`config.mk`:
```
export PLATFORM = sky130hd
export DESIGN_NAME = telnet_receive_negotiator_unit_flat
export DESIGN_NICKNAME = d
export VERILOG_FILES = /design/src/sv/telrx_pkg.sv /design/src/sv/telrx_if.sv /design/src/sv/telrx_decode.sv /design/src/sv/telnet_receive_negotiator_unit.sv /design/src/flat_wrapper.sv
export SDC_FILE = /design/constraint.sdc
export NUM_CORES = 1
export LEC_CHECK = 0
export BUFFER_PORTS_ARGS = -buffer_cell sky130_fd_sc_hd__buf_2
export CAP_MARGIN = 10
export CORE_MARGIN = 3
export CORE_UTILIZATION = 50
export CTS_BUF_LIST = sky130_fd_sc_hd__clkbuf_8
export CTS_CLUSTER_SIZE = 24
export DETAILED_ROUTE_END_ITERATION = 8
export PLACE_DENSITY_LB_ADDON = 0.15
export SLEW_MARGIN = 20
export SYNTH_ARGS = -nofsm -noshare
export SYNTH_HDL_FRONTEND = slang
export SYNTH_SLANG_ARGS = --single-unit
```
`constraint.sdc`:
```
create_clock -name clk -period 2.42 [get_ports clk]
set_input_delay 0.363 -clock clk [delete_from_list [all_inputs] [get_ports clk]]
set_output_delay 0.363 -clock clk [all_outputs]
set_load 0.05 [all_outputs]
```
`src/sv/telrx_pkg.sv`:
```
// telrx_pkg: shared types and constants for the telnet receive negotiator.
// No dependencies; used by the step decoder, the top level and the testbench.

package telrx_pkg;

  // Telnet command codes
  localparam logic [7:0] C_IAC  = 8'd255;
  localparam logic [7:0] C_DONT = 8'd254;
  localparam logic [7:0] C_DO   = 8'd253;
  localparam logic [7:0] C_WONT = 8'd252;
  localparam logic [7:0] C_WILL = 8'd251;
  localparam logic [7:0] C_SB   = 8'd250;
  localparam logic [7:0] C_EL   = 8'd248;
  localparam logic [7:0] C_EC   = 8'd247;
  localparam logic [7:0] C_AYT  = 8'd246;
  localparam logic [7:0] C_IP   = 8'd244;
  localparam logic [7:0] C_BRK  = 8'd243;
  localparam logic [7:0] C_SE   = 8'd240;

  // Option codes
  localparam logic [7:0] OPT_BIN  = 8'd0;
  localparam logic [7:0] OPT_ECHO = 8'd1;
  localparam logic [7:0] OPT_SGA  = 8'd3;

  // Character constants
  localparam logic [7:0] CH_BEL = 8'h07;
  localparam logic [7:0] CH_CR  = 8'h0d;
  localparam logic [7:0] CH_LF  = 8'h0a;
  localparam logic [7:0] CH_NUL = 8'h00;

  // Reset values of the control characters
  localparam logic [7:0] ERASE_RST = 8'd35;
  localparam logic [7:0] KILL_RST  = 8'd64;
  localparam logic [7:0] INTR_RST  = 8'd127;

  // Result port codes
  localparam logic PORT_TERM = 1'b0;
  localparam logic PORT_NET  = 1'b1;

  // Up to three words per network byte
  localparam int MAX_RES = 3;
  localparam int CNT_W   = $clog2(MAX_RES + 1);

  typedef enum logic [1:0] {
    CFG_ERASE = 2'd0,
    CFG_KILL  = 2'd1,
    CFG_INTR  = 2'd2
  } cfg_idx_t;

  typedef enum logic [3:0] {
    ST_DATA = 4'd0,
    ST_IAC  = 4'd1,
    ST_CR   = 4'd2,
    ST_SUB  = 4'd3,
    ST_SUBI = 4'd4,
    ST_WILL = 4'd5,
    ST_WONT = 4'd6,
    ST_DO   = 4'd7,
    ST_DONT = 4'd8
  } parse_st_t;

  // Only BINARY, ECHO and SGA can ever be turned on, so those are the
  // only option flags kept.
  typedef struct packed {
    logic sga;
    logic echo;
    logic bin;
  } opt_t;

  typedef struct packed {
    parse_st_t st;
    logic      raw;
    logic      echo;
    opt_t      rem;
    opt_t      loc;
  } telrx_state_t;

  typedef struct packed {
    logic [7:0] erase_c;
    logic [7:0] kill_c;
    logic [7:0] intr_c;
  } telrx_cfg_t;

  typedef struct packed {
    logic       port;
    logic [7:0] data;
  } telrx_res_t;

endpackage

```
`src/sv/telrx_if.sv`:
```
// telrx_if: valid/ready channels of the telnet receive negotiator.
// Depends on nothing; one interface per channel.

interface telrx_in_if;
  logic       valid;
  logic       ready;
  logic [7:0] net_byte;
  modport source (output valid, output net_byte, input ready);
  modport sink   (input valid, input net_byte, output ready);
endinterface

interface telrx_out_if;
  logic       valid;
  logic       ready;
  logic       out_port;
  logic [7:0] out_byte;
  logic       last_of_run;
  logic       raw_mode;
  logic       echo_crmod;
  modport source (output valid, output out_port, output out_byte, output last_of_run,
                  output raw_mode, output echo_crmod, input ready);
  modport sink   (input valid, input out_port, input out_byte, input last_of_run,
                  input raw_mode, input echo_crmod, output ready);
endinterface

interface telrx_cfg_if;
  logic       valid;
  logic       ready;
  logic [1:0] idx;
  logic [7:0] data;
  modport source (output valid, output idx, output data, input ready);
  modport sink   (input valid, input idx, input data, output ready);
endinterface

```
`src/sv/telrx_decode.sv`:
```
// telrx_decode: one step of the telnet receive machine, combinational.
// Depends on telrx_pkg; instantiated by telnet_receive_negotiator_unit.

module telrx_decode (
  input  telrx_pkg::telrx_state_t               cur,
  input  telrx_pkg::telrx_cfg_t                 cfg,
  input  logic [7:0]                            c,
  output telrx_pkg::telrx_state_t               nxt,
  output logic [telrx_pkg::CNT_W-1:0]           res_cnt,
  output telrx_pkg::telrx_res_t [telrx_pkg::MAX_RES-1:0] res
);

  localparam int CNT_W = telrx_pkg::CNT_W;

  logic known;
  logic rem_on;
  logic loc_on;

  function automatic logic opt_get(telrx_pkg::opt_t t, logic [7:0] code);
    logic v;
    v = 1'b0;
    case (code)
      telrx_pkg::OPT_BIN:  v = t.bin;
      telrx_pkg::OPT_ECHO: v = t.echo;
      telrx_pkg::OPT_SGA:  v = t.sga;
      default:             v = 1'b0;
    endcase
    return v;
  endfunction

  function automatic telrx_pkg::opt_t opt_put(telrx_pkg::opt_t t, logic [7:0] code,
                                              logic v);
    telrx_pkg::opt_t r;
    r = t;
    case (code)
      telrx_pkg::OPT_BIN:  r.bin  = v;
      telrx_pkg::OPT_ECHO: r.echo = v;
      telrx_pkg::OPT_SGA:  r.sga  = v;
      default:             r      = t;
    endcase
    return r;
  endfunction

  assign known  = (c == telrx_pkg::OPT_BIN) || (c == telrx_pkg::OPT_ECHO) ||
                  (c == telrx_pkg::OPT_SGA);
  assign rem_on = opt_get(cur.rem, c);
  assign loc_on = opt_get(cur.loc, c);

  always_comb begin
    nxt     = cur;
    nxt.st  = telrx_pkg::ST_DATA;
    res_cnt = '0;
    for (int i = 0; i < telrx_pkg::MAX_RES; i++) begin
      res[i].port = telrx_pkg::PORT_TERM;
      res[i].data = c;
    end
    // three-word reply layout: IAC, verb, option
    res[0].data = telrx_pkg::C_IAC;

    case (cur.st)
      telrx_pkg::ST_IAC: begin
        res[0].port = telrx_pkg::PORT_TERM;
        if (c == telrx_pkg::C_BRK || c == telrx_pkg::C_IP) begin
          res_cnt     = CNT_W'(1);
          res[0].data = cur.raw ? telrx_pkg::CH_NUL : cfg.intr_c;
        end else if (c == telrx_pkg::C_AYT) begin
          res_cnt     = CNT_W'(1);
          res[0].data = telrx_pkg::CH_BEL;
        end else if (c == telrx_pkg::C_EC) begin
          res_cnt     = CNT_W'(1);
          res[0].data = cfg.erase_c;
        end else if (c == telrx_pkg::C_EL) begin
          res_cnt     = CNT_W'(1);
          res[0].data = cfg.kill_c;
        end else if (c == telrx_pkg::C_SB) begin
          nxt.st = telrx_pkg::ST_SUB;
        end else if (c == telrx_pkg::C_WILL) begin
          nxt.st = telrx_pkg::ST_WILL;
        end else if (c == telrx_pkg::C_WONT) begin
          nxt.st = telrx_pkg::ST_WONT;
        end else if (c == telrx_pkg::C_DO) begin
          nxt.st = telrx_pkg::ST_DO;
        end else if (c == telrx_pkg::C_DONT) begin
          nxt.st = telrx_pkg::ST_DONT;
        end else if (c == telrx_pkg::C_IAC) begin
          res_cnt     = CNT_W'(1);
          res[0].data = c;
        end
      end
      telrx_pkg::ST_CR: begin
        if (c != telrx_pkg::CH_NUL && c != telrx_pkg::CH_LF) begin
          res_cnt     = CNT_W'(1);
          res[0].data = c;
        end
      end
      telrx_pkg::ST_SUB: begin
        nxt.st = (c == telrx_pkg::C_IAC) ? telrx_pkg::ST_SUBI : telrx_pkg::ST_SUB;
      end
      telrx_pkg::ST_SUBI: begin
        nxt.st = (c == telrx_pkg::C_SE) ? telrx_pkg::ST_DATA : telrx_pkg::ST_SUB;
      end
      telrx_pkg::ST_WILL: begin
        if (!rem_on) begin
          res_cnt = CNT_W'(telrx_pkg::MAX_RES);
          if (known) begin
            if (c == telrx_pkg::OPT_BIN)  nxt.raw  = 1'b1;
            if (c == telrx_pkg::OPT_ECHO) nxt.echo = 1'b0;
            nxt.rem     = opt_put(cur.rem, c, 1'b1);
            res[1].data = telrx_pkg::C_DO;
          end else begin
            res[1].data = telrx_pkg::C_DONT;
          end
        end
      end
      telrx_pkg::ST_WONT: begin
        if (rem_on) begin
          res_cnt = CNT_W'(telrx_pkg::MAX_RES);
          if (c == telrx_pkg::OPT_ECHO) nxt.echo = 1'b1;
          if (c == telrx_pkg::OPT_BIN)  nxt.raw  = 1'b0;
          nxt.rem     = opt_put(cur.rem, c, 1'b0);
          res[1].data = telrx_pkg::C_DONT;
        end
      end
      telrx_pkg::ST_DO: begin
        if (!loc_on) begin
          res_cnt = CNT_W'(telrx_pkg::MAX_RES);
          if (known) begin
            if (c == telrx_pkg::OPT_ECHO) nxt.echo = 1'b1;
            if (c == telrx_pkg::OPT_BIN)  nxt.raw  = 1'b1;
            nxt.loc     = opt_put(cur.loc, c, 1'b1);
            res[1].data = telrx_pkg::C_WILL;
          end else begin
            res[1].data = telrx_pkg::C_WONT;
          end
        end
      end
      telrx_pkg::ST_DONT: begin
        if (loc_on) begin
          res_cnt     = CNT_W'(telrx_pkg::MAX_RES);
          nxt.loc     = opt_put(cur.loc, c, 1'b0);
          res[1].data = telrx_pkg::C_WONT;
        end
      end
      default: begin
        // data state, also any unused code
        if (c == telrx_pkg::C_IAC) begin
          nxt.st = telrx_pkg::ST_IAC;
        end else begin
          res_cnt     = CNT_W'(1);
          res[0].data = c;
          if (!cur.loc.bin && c == telrx_pkg::CH_CR) nxt.st = telrx_pkg::ST_CR;
        end
      end
    endcase

    // replies go out on the network side
    if (res_cnt == CNT_W'(telrx_pkg::MAX_RES)) begin
      for (int i = 0; i < telrx_pkg::MAX_RES; i++) res[i].port = telrx_pkg::PORT_NET;
    end
  end

endmodule

```
`src/sv/telnet_receive_negotiator_unit.sv`:
```
// telnet_receive_negotiator_unit: top level of the server-side telnet receiver.
// Depends on telrx_pkg, telrx_if.sv and telrx_decode.
//
//  channel | dir | payload                                           | accepted when
//  in_ch   | in  | net_byte[7:0]                                     | valid && ready
//  out_ch  | out | out_port, out_byte[7:0], last_of_run, raw_mode,   | valid && ready
//          |     | echo_crmod                                        |
//  cfg_ch  | in  | idx[1:0] (0 erase, 1 kill, 2 intr), data[7:0]     | valid && ready
//
// A network byte is decoded in the cycle it is accepted; its words (zero to
// three) land in a three-slot result buffer and show on out_ch the next cycle.
// Ordinary data flows at one byte per cycle while out_ch is not stalled; a
// three-word option reply holds in_ch off while the buffer drains.
// in_ch.ready is high when the buffer is empty or its last word leaves now.
// Reset (rst_n low, synchronous) returns to the data state with only the local
// ECHO option on, echo mode on and raw mode off. cfg_ch is always ready.

module telnet_receive_negotiator_unit (
  input  logic               clk,
  input  logic               rst_n,
  telrx_in_if.sink           in_ch,
  telrx_out_if.source        out_ch,
  telrx_cfg_if.sink          cfg_ch
);

  localparam int CNT_W   = telrx_pkg::CNT_W;
  localparam int MAX_RES = telrx_pkg::MAX_RES;

  // Protocol state and control characters
  telrx_pkg::telrx_state_t st_r;
  telrx_pkg::telrx_state_t st_nxt;
  telrx_pkg::telrx_cfg_t   cfg_r;

  // Result buffer: slot 0 is the head word
  telrx_pkg::telrx_res_t [MAX_RES-1:0] buf_r;
  telrx_pkg::telrx_res_t [MAX_RES-1:0] buf_nxt;
  logic [CNT_W-1:0]                    cnt_r;
  logic [CNT_W-1:0]                    cnt_nxt;

  telrx_pkg::telrx_res_t [MAX_RES-1:0] dec_res;
  logic [CNT_W-1:0]                    dec_cnt;

  logic in_fire;
  logic out_fire;

  telrx_decode u_decode (
    .cur     (st_r),
    .cfg     (cfg_r),
    .c       (in_ch.net_byte),
    .nxt     (st_nxt),
    .res_cnt (dec_cnt),
    .res     (dec_res)
  );

  assign out_fire     = out_ch.valid && out_ch.ready;
  assign in_ch.ready  = (cnt_r == '0) || ((cnt_r == CNT_W'(1)) && out_ch.ready);
  assign in_fire      = in_ch.valid && in_ch.ready;
  assign cfg_ch.ready = 1'b1;

  // Buffer control: a new byte only enters once the buffer is (or goes) empty,
  // so a load never overlaps words still waiting.
  always_comb begin
    buf_nxt = buf_r;
    cnt_nxt = cnt_r;
    if (in_fire) begin
      buf_nxt = dec_res;
      cnt_nxt = dec_cnt;
    end else if (out_fire) begin
      for (int i = 0; i < MAX_RES - 1; i++) buf_nxt[i] = buf_r[i+1];
      cnt_nxt = cnt_r - CNT_W'(1);
    end
  end

  always_ff @(posedge clk) begin
    if (!rst_n) begin
      st_r.st   <= telrx_pkg::ST_DATA;
      st_r.raw  <= 1'b0;
      st_r.echo <= 1'b1;
      st_r.rem  <= '0;
      st_r.loc  <= '{sga: 1'b0, echo: 1'b1, bin: 1'b0};
      cnt_r     <= '0;
    end else begin
      if (in_fire) st_r <= st_nxt;
      cnt_r <= cnt_nxt;
    end
  end

  always_ff @(posedge clk) begin
    buf_r <= buf_nxt;
  end

  always_ff @(posedge clk) begin
    if (!rst_n) begin
      cfg_r.erase_c <= telrx_pkg::ERASE_RST;
      cfg_r.kill_c  <= telrx_pkg::KILL_RST;
      cfg_r.intr_c  <= telrx_pkg::INTR_RST;
    end else if (cfg_ch.valid) begin
      case (telrx_pkg::cfg_idx_t'(cfg_ch.idx))
        telrx_pkg::CFG_ERASE: cfg_r.erase_c <= cfg_ch.data;
        telrx_pkg::CFG_KILL:  cfg_r.kill_c  <= cfg_ch.data;
        telrx_pkg::CFG_INTR:  cfg_r.intr_c  <= cfg_ch.data;
        default:              cfg_r         <= cfg_r;
      endcase
    end
  end

  // The mode flags only change when a byte is taken, and a byte is taken only
  // as the buffer empties, so the live flags always belong to the buffered words.
  assign out_ch.valid       = (cnt_r != '0);
  assign out_ch.out_port    = buf_r[0].port;
  assign out_ch.out_byte    = buf_r[0].data;
  assign out_ch.last_of_run = (cnt_r == CNT_W'(1));
  assign out_ch.raw_mode    = st_r.raw;
  assign out_ch.echo_crmod  = st_r.echo;

endmodule

```
`src/flat_wrapper.sv`:
```
// flat-port wrapper written by rule: the top's interface ports become plain ports
module telnet_receive_negotiator_unit_flat 
  (clk, rst_n, in_ch_valid, in_ch_net_byte, in_ch_ready, out_ch_valid, out_ch_out_port, out_ch_out_byte, out_ch_last_of_run, out_ch_raw_mode, out_ch_echo_crmod, out_ch_ready, cfg_ch_valid, cfg_ch_idx, cfg_ch_data, cfg_ch_ready);
  telrx_in_if in_ch_i ();
  telrx_out_if out_ch_i ();
  telrx_cfg_if cfg_ch_i ();
  input  logic clk;
  input  logic rst_n;
  input wire logic [$bits(in_ch_i.valid)-1:0] in_ch_valid;
  input wire logic [$bits(in_ch_i.net_byte)-1:0] in_ch_net_byte;
  output wire logic [$bits(in_ch_i.ready)-1:0] in_ch_ready;
  output wire logic [$bits(out_ch_i.valid)-1:0] out_ch_valid;
  output wire logic [$bits(out_ch_i.out_port)-1:0] out_ch_out_port;
  output wire logic [$bits(out_ch_i.out_byte)-1:0] out_ch_out_byte;
  output wire logic [$bits(out_ch_i.last_of_run)-1:0] out_ch_last_of_run;
  output wire logic [$bits(out_ch_i.raw_mode)-1:0] out_ch_raw_mode;
  output wire logic [$bits(out_ch_i.echo_crmod)-1:0] out_ch_echo_crmod;
  input wire logic [$bits(out_ch_i.ready)-1:0] out_ch_ready;
  input wire logic [$bits(cfg_ch_i.valid)-1:0] cfg_ch_valid;
  input wire logic [$bits(cfg_ch_i.idx)-1:0] cfg_ch_idx;
  input wire logic [$bits(cfg_ch_i.data)-1:0] cfg_ch_data;
  output wire logic [$bits(cfg_ch_i.ready)-1:0] cfg_ch_ready;
  assign in_ch_i.valid = in_ch_valid;
  assign in_ch_i.net_byte = in_ch_net_byte;
  assign in_ch_ready = in_ch_i.ready;
  assign out_ch_valid = out_ch_i.valid;
  assign out_ch_out_port = out_ch_i.out_port;
  assign out_ch_out_byte = out_ch_i.out_byte;
  assign out_ch_last_of_run = out_ch_i.last_of_run;
  assign out_ch_raw_mode = out_ch_i.raw_mode;
  assign out_ch_echo_crmod = out_ch_i.echo_crmod;
  assign out_ch_i.ready = out_ch_ready;
  assign cfg_ch_i.valid = cfg_ch_valid;
  assign cfg_ch_i.idx = cfg_ch_idx;
  assign cfg_ch_i.data = cfg_ch_data;
  assign cfg_ch_ready = cfg_ch_i.ready;
  telnet_receive_negotiator_unit u_core (.clk(clk), .rst_n(rst_n), .in_ch(in_ch_i), .out_ch(out_ch_i), .cfg_ch(cfg_ch_i));
endmodule
```
==> metrics.cfg, run 1 <==
[run_status]
status=finished clean

[global_routing]
antenna_found_initial=0
grt_pass1_vias=3104
grt_max_degree=40
use_met1_pct=35.14
overflow=0
top_usage_layer=met2
use_met3_pct=6.905
track_usage_pct=24.23
grt_pass1_wl_um=16150
grtUsageMet2_pct=35.23

[worst_hold_path]
worstHoldStart=cfg_ch_data[5]
hp-class=input port to flop

[power]
p_int_mw=2.271
p_total_mw=3.511
powerDensity_mw_per_mm2=812.5
pwr-share-clk_pct=28.3
comb_power_share_pct=30.6
p_leak_nw=1.678
ir_worst_vdd_uv=431.9
p_sw_share_pct=35.31
switching_power_mw=1.240
p_seq_share_pct=41.1

[setup_path]
cp-startpoint=u_core.cnt_r[0]
crit_chain=inv_1 -> ha_1 -> a21o_4 -> nand2_1 -> inv_1 -> buf_4 -> o21ai_0 -> o41ai_1 -> buf_4
critPathBufInv=4
r2r_start=u_core.cnt_r[0]
cp_max_fo=27
critPathLaunchType=flop
arrival_ps=2360
criticalPathCategory=flop to flop
r2r_slack_ps=290
slowest_delay_ps=340
crit_slowest_cell=dfxtp_1
cp_top_family=buffers and inverters
endpoint_kind=flop
cp.required_ps=2650

[place]
dpl.hpwl_um=7216
gp_congestion=0.9145
place_area_sq_mm=0.004110
dp_cells=539
portBuffers=36

[timing]
rsz0062_at_grt=false
slew_headroom_pct=53.24
tns_ps=0
fin_crit_ps=2130
clock_skew_ps=10.12
finalMaxSlewViolations=0
period_share_pct=88.00
hold_viol=0
tightest_slew_ps=698.3
fmax_mhz=469.6
finalSetupViolCount=0

[layout]
area_growth_pct=15.87
final_cell_area_sq_mm=0.004322
register_area_sq_mm=0.001572
fin_cells=555
drive_above_1_share_pct=20.48
fin_util_pct=61.57
multi_input_area_sq_mm=0.001952
nNetsFinal=479
fillCellCount=610
diodes=0

[synth]
ys_warn_count=0
yosysMostFrequentCell=nand2_1
syn_area_sq_mm=0.003730
synth-edff-count=27
seq_area_frac_synth_pct=42.13
synthCells=412
yosysTopAreaCell=edfxtp_1
ys_types=64
yosys.area.top_type_share_pct=21.74
netlist_top_cells_count=53 x nand2_1, 38 x dfxtp_1, 27 x edfxtp_1
avgSynthCellArea_sq_um=9.053
syn_nets=437
synth_area_leaders=edfxtp_1 22%, dfxtp_1 20%, nand2_1 5.3%, mux2i_1 5.1%, nor2b_1 3.0%
synth-seq-cells=65
synthArstFlopShare_pct=0
synth_ff_type=dfxtp_1

[cts]
cts_sinks=65
htree_levels=3
post_cts_resized=0
clock_latency_ps=350
clock_path_buffers=2
cts_hold_buffers=0
clk_pin_slew_worst_paths_ps=70
postCtsSetupBuffers=0
cts_tree=yes
cts_buffers=9
root_buffer=clkbuf_8

[route]
vias_per_cell=6.007
postRouteAntennaNets=0
drt_iter0_drc=353
wl_per_cell_um=17.64
finalWirelength_um=9790
via_count=3334
first_pass_iters=5
drc=0

[floorplan]
ios=38
start_util_pct=53.14
die_area_sq_mm=0.008532
die_x_um=92.37
core_area_sq_mm=0.007019
dieHeight_um=92.37
rows=30

[job]
cap_violations=0

power by group through the flow:
| stage | logic, mW | registers, mW | clock network [mW] |
|---|---|---|---|
| after CTS | 1.07 | 1.44 | 1.01 |
| after global routing | 1.15 | 1.46 | 1.05 |
| after detailed placement | 1.06 | 1.47 | 0 |
| after global placement | 1.05 | 1.46 | 0 |
| after floorplan | 0.834 | 1.44 | 0 |
| final | 1.08 | 1.44 | 0.993 |
metrics by stage:
step / hold slack, ps / worst slack (ps)
after global routing: 263.8 / 133.2
after floorplan: 432.1 / 111.6
after CTS: 242.4 / 285.1
final: 254.8 / 290.3
after detailed placement: 452.5 / 134.0
after global placement: 448.6 / 169.9
sequential cells by signal, indices dropped and copies added, names as in the netlist:
register,count
u_core.cfg_r,24
u_core.buf_r,18
u_core.st_r,10
u_core.out_ch.out_byte,8
u_core.cnt_r,2
u_core.out_ch.echo_crmod,1
u_core.out_ch.out_port,1
u_core.out_ch.raw_mode,1
layout by cell type, fill, tap and decap left out, drive strengths merged, types with 4 or more instances in the layout:
cell type / netlist / layout
nand4: 9 / 9
nand3: 12 / 12
nor3: 13 / 13
nor2b: 18 / 18
inv: 7 / 9
nor4: 5 / 5
mux2i: 19 / 19
nand2: 53 / 53
buf: 16 / 69
o21ai: 21 / 21
edfxtp: 27 / 27
nand3b: 4 / 4
nor4b: 4 / 4
and3: 9 / 9
o32a: 8 / 8
nor2: 17 / 17
o21a: 8 / 8
and4: 5 / 5
o211ai: 4 / 4
dfxtp: 38 / 38
a21oi: 21 / 21
and2: 4 / 4
a31oi: 12 / 12
clkbuf: 22 / 9
o22ai: 8 / 8
routing by layer:
metal,vias up,share of wire [%]
met5,-,0
met4,0,1.3
met3,11,8.5
met2,133,44
met1,1570,46
li1,1620,-
cell type report:
cell class	count	area share, %
inverter	7	0.6080
clock inverter	7	2.027
sequential	65	36.36
tap	96	2.779
multi-input combinational	302	45.17
clock buffer	9	2.866
timing repair buffer	69	10.19
final timing paths:
path	cells past startpoint	end
worst max-delay path	9	u_core.buf_r[9]
worst min-delay path	3	u_core.cfg_r[21]
worst max register to register	9	u_core.buf_r[9]
worst min register to register	2	u_core.st_r[4]
cell families after synthesis:
kind of cell	after synthesis	synth area share [%]
AOI/OAI and AO/OA	109	20.36
xor gates and xnor gates	2	0.4697
adders and majority gates	2	0.6708
buffers and inverters	45	5.803
DFF	65	42.13
muxes	22	6.005
other	1	0.1005
and+or+nand+nor	166	24.45
tightest hold or removal path, stage by stage:
cell	delay [ps]
buf_2	100
mux2i_1	60
nand2_1	60
(Power assumes the default switching activity.)
==> run 2: changes to the inputs <==
--- a/config.mk
+++ b/config.mk
@@ -5,14 +5,15 @@
 export SDC_FILE = /design/constraint.sdc
 export NUM_CORES = 1
 export LEC_CHECK = 0
+export ABC_AREA = 1
 export BUFFER_PORTS_ARGS = -buffer_cell sky130_fd_sc_hd__buf_2
 export CAP_MARGIN = 10
 export CORE_MARGIN = 3
-export CORE_UTILIZATION = 50
+export CORE_UTILIZATION = 60
 export CTS_BUF_LIST = sky130_fd_sc_hd__clkbuf_8
 export CTS_CLUSTER_SIZE = 24
 export DETAILED_ROUTE_END_ITERATION = 8
-export PLACE_DENSITY_LB_ADDON = 0.15
+export PLACE_DENSITY = 0.87
 export SLEW_MARGIN = 20
 export SYNTH_ARGS = -nofsm -noshare
 export SYNTH_HDL_FRONTEND = slang
==> run 2 against run 1 <==
Sequential power rose by 9.7%. Core utilization rose by 7.8 points. Cell count is 10% higher. Synthesized cell count increased by 22%. Sequential cell count unchanged. Combinational power rose by 38%. Die area is 15% lower. First-iteration DRC count is 12% higher. Via count is 8.5% higher. Power up 17%. Count of clock-buffer cells in the layout increased by 1. Highest routed layer unchanged.
==> metrics.cfg, run 2 <==
[global_routing]
overflow=0  ; unchanged
grt_pass1_vias=3355  ; +8.1%
antenna_found_initial=0  ; unchanged
track_usage_pct=27.95  ; +3.7 points
grt_max_degree=36  ; -10%
grt_pass1_wl_um=15950  ; -1.2%

[layout]
fillCellCount=465  ; -24%
layout_common_cells=78 x nand2_1, 73 x nor2_1, 51 x inv_1
top_register=u_core.cfg_r
area_growth_pct=10.48
reg.largest.list=u_core.cfg_r: 24 flops, u_core.buf_r: 18 flops, u_core.st_r: 10 flops
nNetsFinal=558  ; +16%
layout_commonest_cell=nand2_1
drive_above_1_share_pct=20.63  ; +0.15 points
largest_reg_flops=24  ; unchanged
diodes=0  ; unchanged
final_cell_area_sq_mm=0.004154  ; -3.9%

[cts]
cts_sinks=65  ; unchanged
cts_hold_buffers=0  ; unchanged
cts_buffers=9  ; unchanged
clock_path_buffers=2  ; unchanged
clk_pin_slew_worst_paths_ps=80  ; about the same
clock_latency_ps=360  ; about the same
post_cts_resized=0  ; unchanged
cts_tree=yes
htree_levels=3  ; unchanged
postCtsSetupBuffers=0  ; unchanged
root_buffer=clkbuf_8

[setup_path]
crit_slowest_cell=dfxtp_1
crit_chain=nor2_2 -> nand3_1 -> nand2_1 -> nor2_1 -> nand3_2 -> a21oi_1 -> a21oi_1
cp_max_fo=6  ; -78%
critPathBufInv=0  ; -4
cp_top_family=simple AND/OR/NAND/NOR gates
arrival_ps=2030  ; -330 ps
criticalPathCategory=flop to flop
critPathMostFrequentCell=a21oi_1
endpoint_kind=flop
cp.required_ps=2520  ; -130 ps
critPathLaunchType=flop
slowest_delay_ps=440  ; +100 ps

[floorplan]
die_x_um=85.16  ; -7.8%
rows=28  ; -6.7%
start_util_pct=62.76  ; +9.6 points
core_area_sq_mm=0.005991  ; -15%
die_area_sq_mm=0.007252  ; -15%
dieHeight_um=85.16  ; -7.8%
ios=38  ; unchanged

[timing]
clock_skew_ps=15.61  ; +5.493 ps
whs_ps=253.2  ; -1.651 ps
fmax_mhz=520.6  ; +11%
finalSetupViolCount=0  ; unchanged
hold_viol=0  ; unchanged
tns_ps=0  ; unchanged
slew_headroom_pct=58.41  ; +5.2 points
fin_crit_ps=1921  ; -208.9 ps
rsz0062_at_grt=false
period_share_pct=79.37  ; -8.6 points
tightest_slew_ps=623.8  ; -74.50 ps
finalMaxSlewViolations=0  ; unchanged

[synth]
synth_ff_type=dfxtp_1
yosys.area.top_type_share_pct=21.56  ; -0.17 points
syn_nets=527  ; +21%
ys_warn_count=0  ; unchanged
netlist_top_cells_count=79 x nand2_1, 73 x nor2_1, 50 x inv_1
yosysTopAreaCell=edfxtp_1
synthCells=502  ; +22%
avgSynthCellArea_sq_um=7.490  ; -17%
synth-edff-count=27  ; unchanged
yosysMostFrequentCell=nand2_1
syn_area_sq_mm=0.003760  ; +0.81%
synth-seq-cells=65  ; unchanged
seq_area_frac_synth_pct=41.80  ; -0.34 points
synth_area_leaders=edfxtp_1 22%, dfxtp_1 20%, nand2_1 7.9%, nor2_1 7.3%, o21ai_0 6.4%
ys_types=40  ; -38%
synthArstFlopShare_pct=0  ; unchanged

[route]
postRouteAntennaNets=0  ; unchanged
first_pass_iters=5  ; unchanged
wl_per_cell_um=15.62  ; -11%
finalWirelength_um=9572  ; -2.2%
drc=0  ; unchanged
via_count=3619  ; +8.5%
drt_iter0_drc=396  ; +12%
vias_per_cell=5.904  ; -1.7%

[place]
place_area_sq_mm=0.003934  ; -4.3%
portBuffers=36  ; unchanged
dpl.hpwl_um=6887  ; -4.5%
gp_congestion=0.9607  ; +5.1%

[job]
cap_violations=0  ; unchanged

[power]
ir_worst_vdd_uv=966.3  ; +120%
powerDensity_mw_per_mm2=987.6  ; +22%
p_leak_nw=1.873  ; +12%
p_total_mw=4.102  ; +17%

[run_status]
status=finished clean

[worst_hold_path]
hp-class=input port to flop

run 2: area by class of cell:
class | instances | area [sq um] | area share, %
Tap cell | 75 | 93.84 | 2.259
Inverter | 60 | 230.2 | 5.542
Clock buffer | 10 | 137.6 | 3.313
Sequential cell | 65 | 1572 | 37.83
Multi-Input combinational cell | 354 | 1805 | 43.46
Timing Repair Buffer | 43 | 232.7 | 5.602
Clock inverter | 6 | 82.58 | 1.988
run 2: layer usage:
metal	global-route usage [%]	wire length, um
met1	36.59	3965
met4	12.23	269
met2	45.20	4542
met5	0	0
met3	5.146	794
run 2: kinds of logic (layout without fill, tap and decap cells):
logic type                 Yosys count  after routing  synth area share (%)
buffers and inverters               83            119                 10.25
AOI/OAI and AO/OA                  108            108                 15.77
adders and majority gates            2              2                0.6655
DFF                                 65             65                 41.80
other                                1              1               0.09974
and+or+nand+nor                    243            243                 31.41
run 2: path summary, 6_finish.rpt:
check                          from                        end  slack, ps  depth (start not counted)
hold reg to reg    u_core.cfg_r[14]           u_core.cfg_r[14]        450                          2
hold / removal    in_ch_net_byte[7]           u_core.buf_r[25]        250                          1
setup / recovery     u_core.st_r[8]  u_core.out_ch.out_byte[2]        500                          7
setup reg to reg     u_core.st_r[8]  u_core.out_ch.out_byte[2]        500                          7
run 2: report_power, final:
part           internal, mW  total (mW)  switching (mW)
logic                 0.374        1.49            1.11
clock network         0.602        1.04           0.434
registers              1.49        1.58          0.0939
run 2: through the flow:
step | util (%) | setup slack (ps) | std cells
after global routing | 69.34 | 352.9 | 613
after CTS | 69.34 | 553.2 | 613
after detailed placement | 65.66 | 411.6 | 597
after floorplan | - | 140.7 | 502
after global placement | 65.66 | 448.7 | 597
final | 69.34 | 499.2 | 613
==> run 3: changes to the inputs <==
==> constraint.sdc (replaced) <==
create_clock -name clk -period 2 [get_ports clk]
set_input_delay 0.3 -clock clk [delete_from_list [all_inputs] [get_ports clk]]
set_output_delay 0.3 -clock clk [all_outputs]
set_load 0.05 [all_outputs]
==> run 3 against run 2 <==
Global-route usage is 0.99 points lower. Sequential power is 20% higher. Sequential cell count unchanged. Cell count grew 1.3%. Register-to-register slack worse by 380 ps. Highest routed layer unchanged.
==> metrics.cfg, run 3 (synthesis gave the netlist of run 2 again) <==
[cts]
clock_path_buffers=2  ; unchanged
cts_buffers=9  ; unchanged
cts_hold_buffers=0  ; unchanged
cts_tree=yes
htree_levels=3  ; unchanged
clk_pin_slew_worst_paths_ps=80  ; about the same
cts_sinks=65  ; unchanged
root_buffer=clkbuf_8
clock_latency_ps=350  ; about the same

[global_routing]
overflow=0  ; unchanged
grt_pass1_vias=3316  ; -1.2%
grt_pass1_wl_um=15570  ; -2.4%
antenna_found_initial=0  ; unchanged
grt_max_degree=36  ; unchanged
track_usage_pct=26.96  ; -0.99 points

[layout]
largest_reg_flops=24  ; unchanged
reg.largest.list=u_core.cfg_r: 24 flops, u_core.buf_r: 18 flops, u_core.st_r: 10 flops
multi_input_area_sq_mm=0.001824  ; +1.0%
layout_commonest_cell=nand2_1
fillCellCount=481  ; +3.4%
drive_above_1_share_pct=22.71  ; +2.1 points
layout_common_cells=77 x nand2_1, 73 x nor2_1, 48 x inv_1
diodes=0  ; unchanged
fin_util_pct=70.97  ; +1.6 points
register_area_sq_mm=0.001572  ; unchanged
area_growth_pct=13.08
top_register=u_core.cfg_r
nNetsFinal=566  ; +1.4%

[route]
postRouteAntennaNets=0  ; unchanged
wl_per_cell_um=15.22  ; -2.5%
vias_per_cell=5.741  ; -2.8%
drt_iter0_drc=337  ; -15%
first_pass_iters=5  ; unchanged
drc=0  ; unchanged
finalWirelength_um=9452  ; -1.3%
via_count=3565  ; -1.5%

[setup_path]
criticalPathCategory=flop to flop
critPathCapture=u_core.out_ch.out_byte[3]
critPathLaunchType=flop
endpoint_kind=flop
r2r_start=u_core.cnt_r[0]
r2r_slack_ps=120  ; -380 ps
arrival_ps=1980  ; -50 ps
cp.required_ps=2100  ; -420 ps
rr_worst_depth=10  ; +3
cp-startpoint=u_core.cnt_r[0]
cp_max_fo=9  ; +3
r2r_end=u_core.out_ch.out_byte[3]

[timing]
tightest_slew_ps=639.6  ; +15.82 ps
period_share_pct=94.14  ; +15 points
rsz0062_at_grt=false
finalMaxSlewViolations=0  ; unchanged
hold_viol=0  ; unchanged
finalSetupViolCount=0  ; unchanged
fin_crit_ps=1883  ; -38.10 ps
slew_headroom_pct=57.36  ; -1.1 points
tns_ps=0  ; unchanged
fmax_mhz=531.2  ; +2.0%
clock_skew_ps=8.183  ; -7.426 ps

[floorplan]
ios=38  ; unchanged
dieHeight_um=85.16  ; unchanged
start_util_pct=62.76  ; unchanged
rows=28  ; unchanged
core_area_sq_mm=0.005991  ; unchanged
die_x_um=85.16  ; unchanged
die_area_sq_mm=0.007252  ; unchanged

[run_status]
status=finished clean

[place]
gp_congestion=0.9644  ; +0.39%
portBuffers=36  ; unchanged
dpl.hpwl_um=6972  ; +1.2%

[job]
cap_violations=0  ; unchanged

[power]
powerDensity_mw_per_mm2=1194  ; +21%
p_leak_nw=1.909  ; +2.0%
ir_worst_vdd_uv=1204  ; +25%

[worst_hold_path]
hp-class=input port to flop

run 3: cell count changes in the layout (fill, tap and decap cells not counted), sizes merged:
cell,previous run,this run
clkinv,6,3
clkbuf,10,9
buf,43,51
inv,58,61
clkinvlp,0,1
run 3: through the flow:
| step | std cells | hold WS (ps) | setup WS, ps | area (sq um) | total power, mW |
|---|---|---|---|---|---|
| after floorplan | 502 | 398.9 | 15.84 | 3786 | 3.385 |
| after global placement | 604 | 434.8 | 118.1 | 4021 | 3.741 |
| after detailed placement | 604 | 442.0 | 75.84 | 4021 | 3.784 |
| after CTS | 620 | 171.2 | 127.4 | 4244 | 5.078 |
| after global routing | 621 | 185.1 | 5.812 | 4252 | 5.321 |
| final | 621 | 189.2 | 117.3 | 4252 | 5.077 |
run 3: area by class of cell:
class                           instances  share of cell area, %
Clock inverter                          7                  2.325
Inverter                               60                  5.503
Sequential cell                        65                  36.96
Timing Repair Buffer                   51                  7.181
Clock buffer                            9                  2.913
Tap cell                               75                  2.207
Multi-Input combinational cell        354                  42.91
run 3: power by group:
group          leakage [nW]  total [mW]  switching, mW  internal, mW
Clock                 0.115        1.28          0.568         0.716
Sequential            0.569        1.90          0.104          1.80
Combinational          1.22        1.89           1.37         0.519
run 3: critical path, cell delays in order, from the launching register on:
cell and delay, ps:
dfxtp_1 340, inv_1 90, ha_1 220, clkinvlp_4 160, nand2_8 80, nand2_2 100, buf_4 200, nor2_1 160
nor2_1 70, nor2_1 130, a21oi_1 90
run 3: timing repair:
action / 4_1_cts / 5_1_grt
gates resized for setup: 0 / 1
setup endpoints to repair: 0 / 2
setup buffers: 0 / 1
run 3: worst min path at each step:
stage | end | from | depth (start not counted)
4_1_cts | u_core.buf_r[23] | in_ch_net_byte[5] | 1
5_1_grt | u_core.buf_r[23] | in_ch_net_byte[5] | 1
2_1_floorplan | u_core.buf_r[18] | in_ch_net_byte[0] | 0
3_5_place_dp | u_core.cfg_r[23] | u_core.cfg_r[23] | 2
3_3_place_gp | u_core.cfg_r[23] | u_core.cfg_r[23] | 2
6_report | u_core.buf_r[23] | in_ch_net_byte[5] | 1
run 3: per-layer routing:
metal	share of wire [%]	GRT usage (%)
met1	44	36.10
met3	7.8	6.214
met2	46	42.44
met4	2.3	10.50
met5	0	0
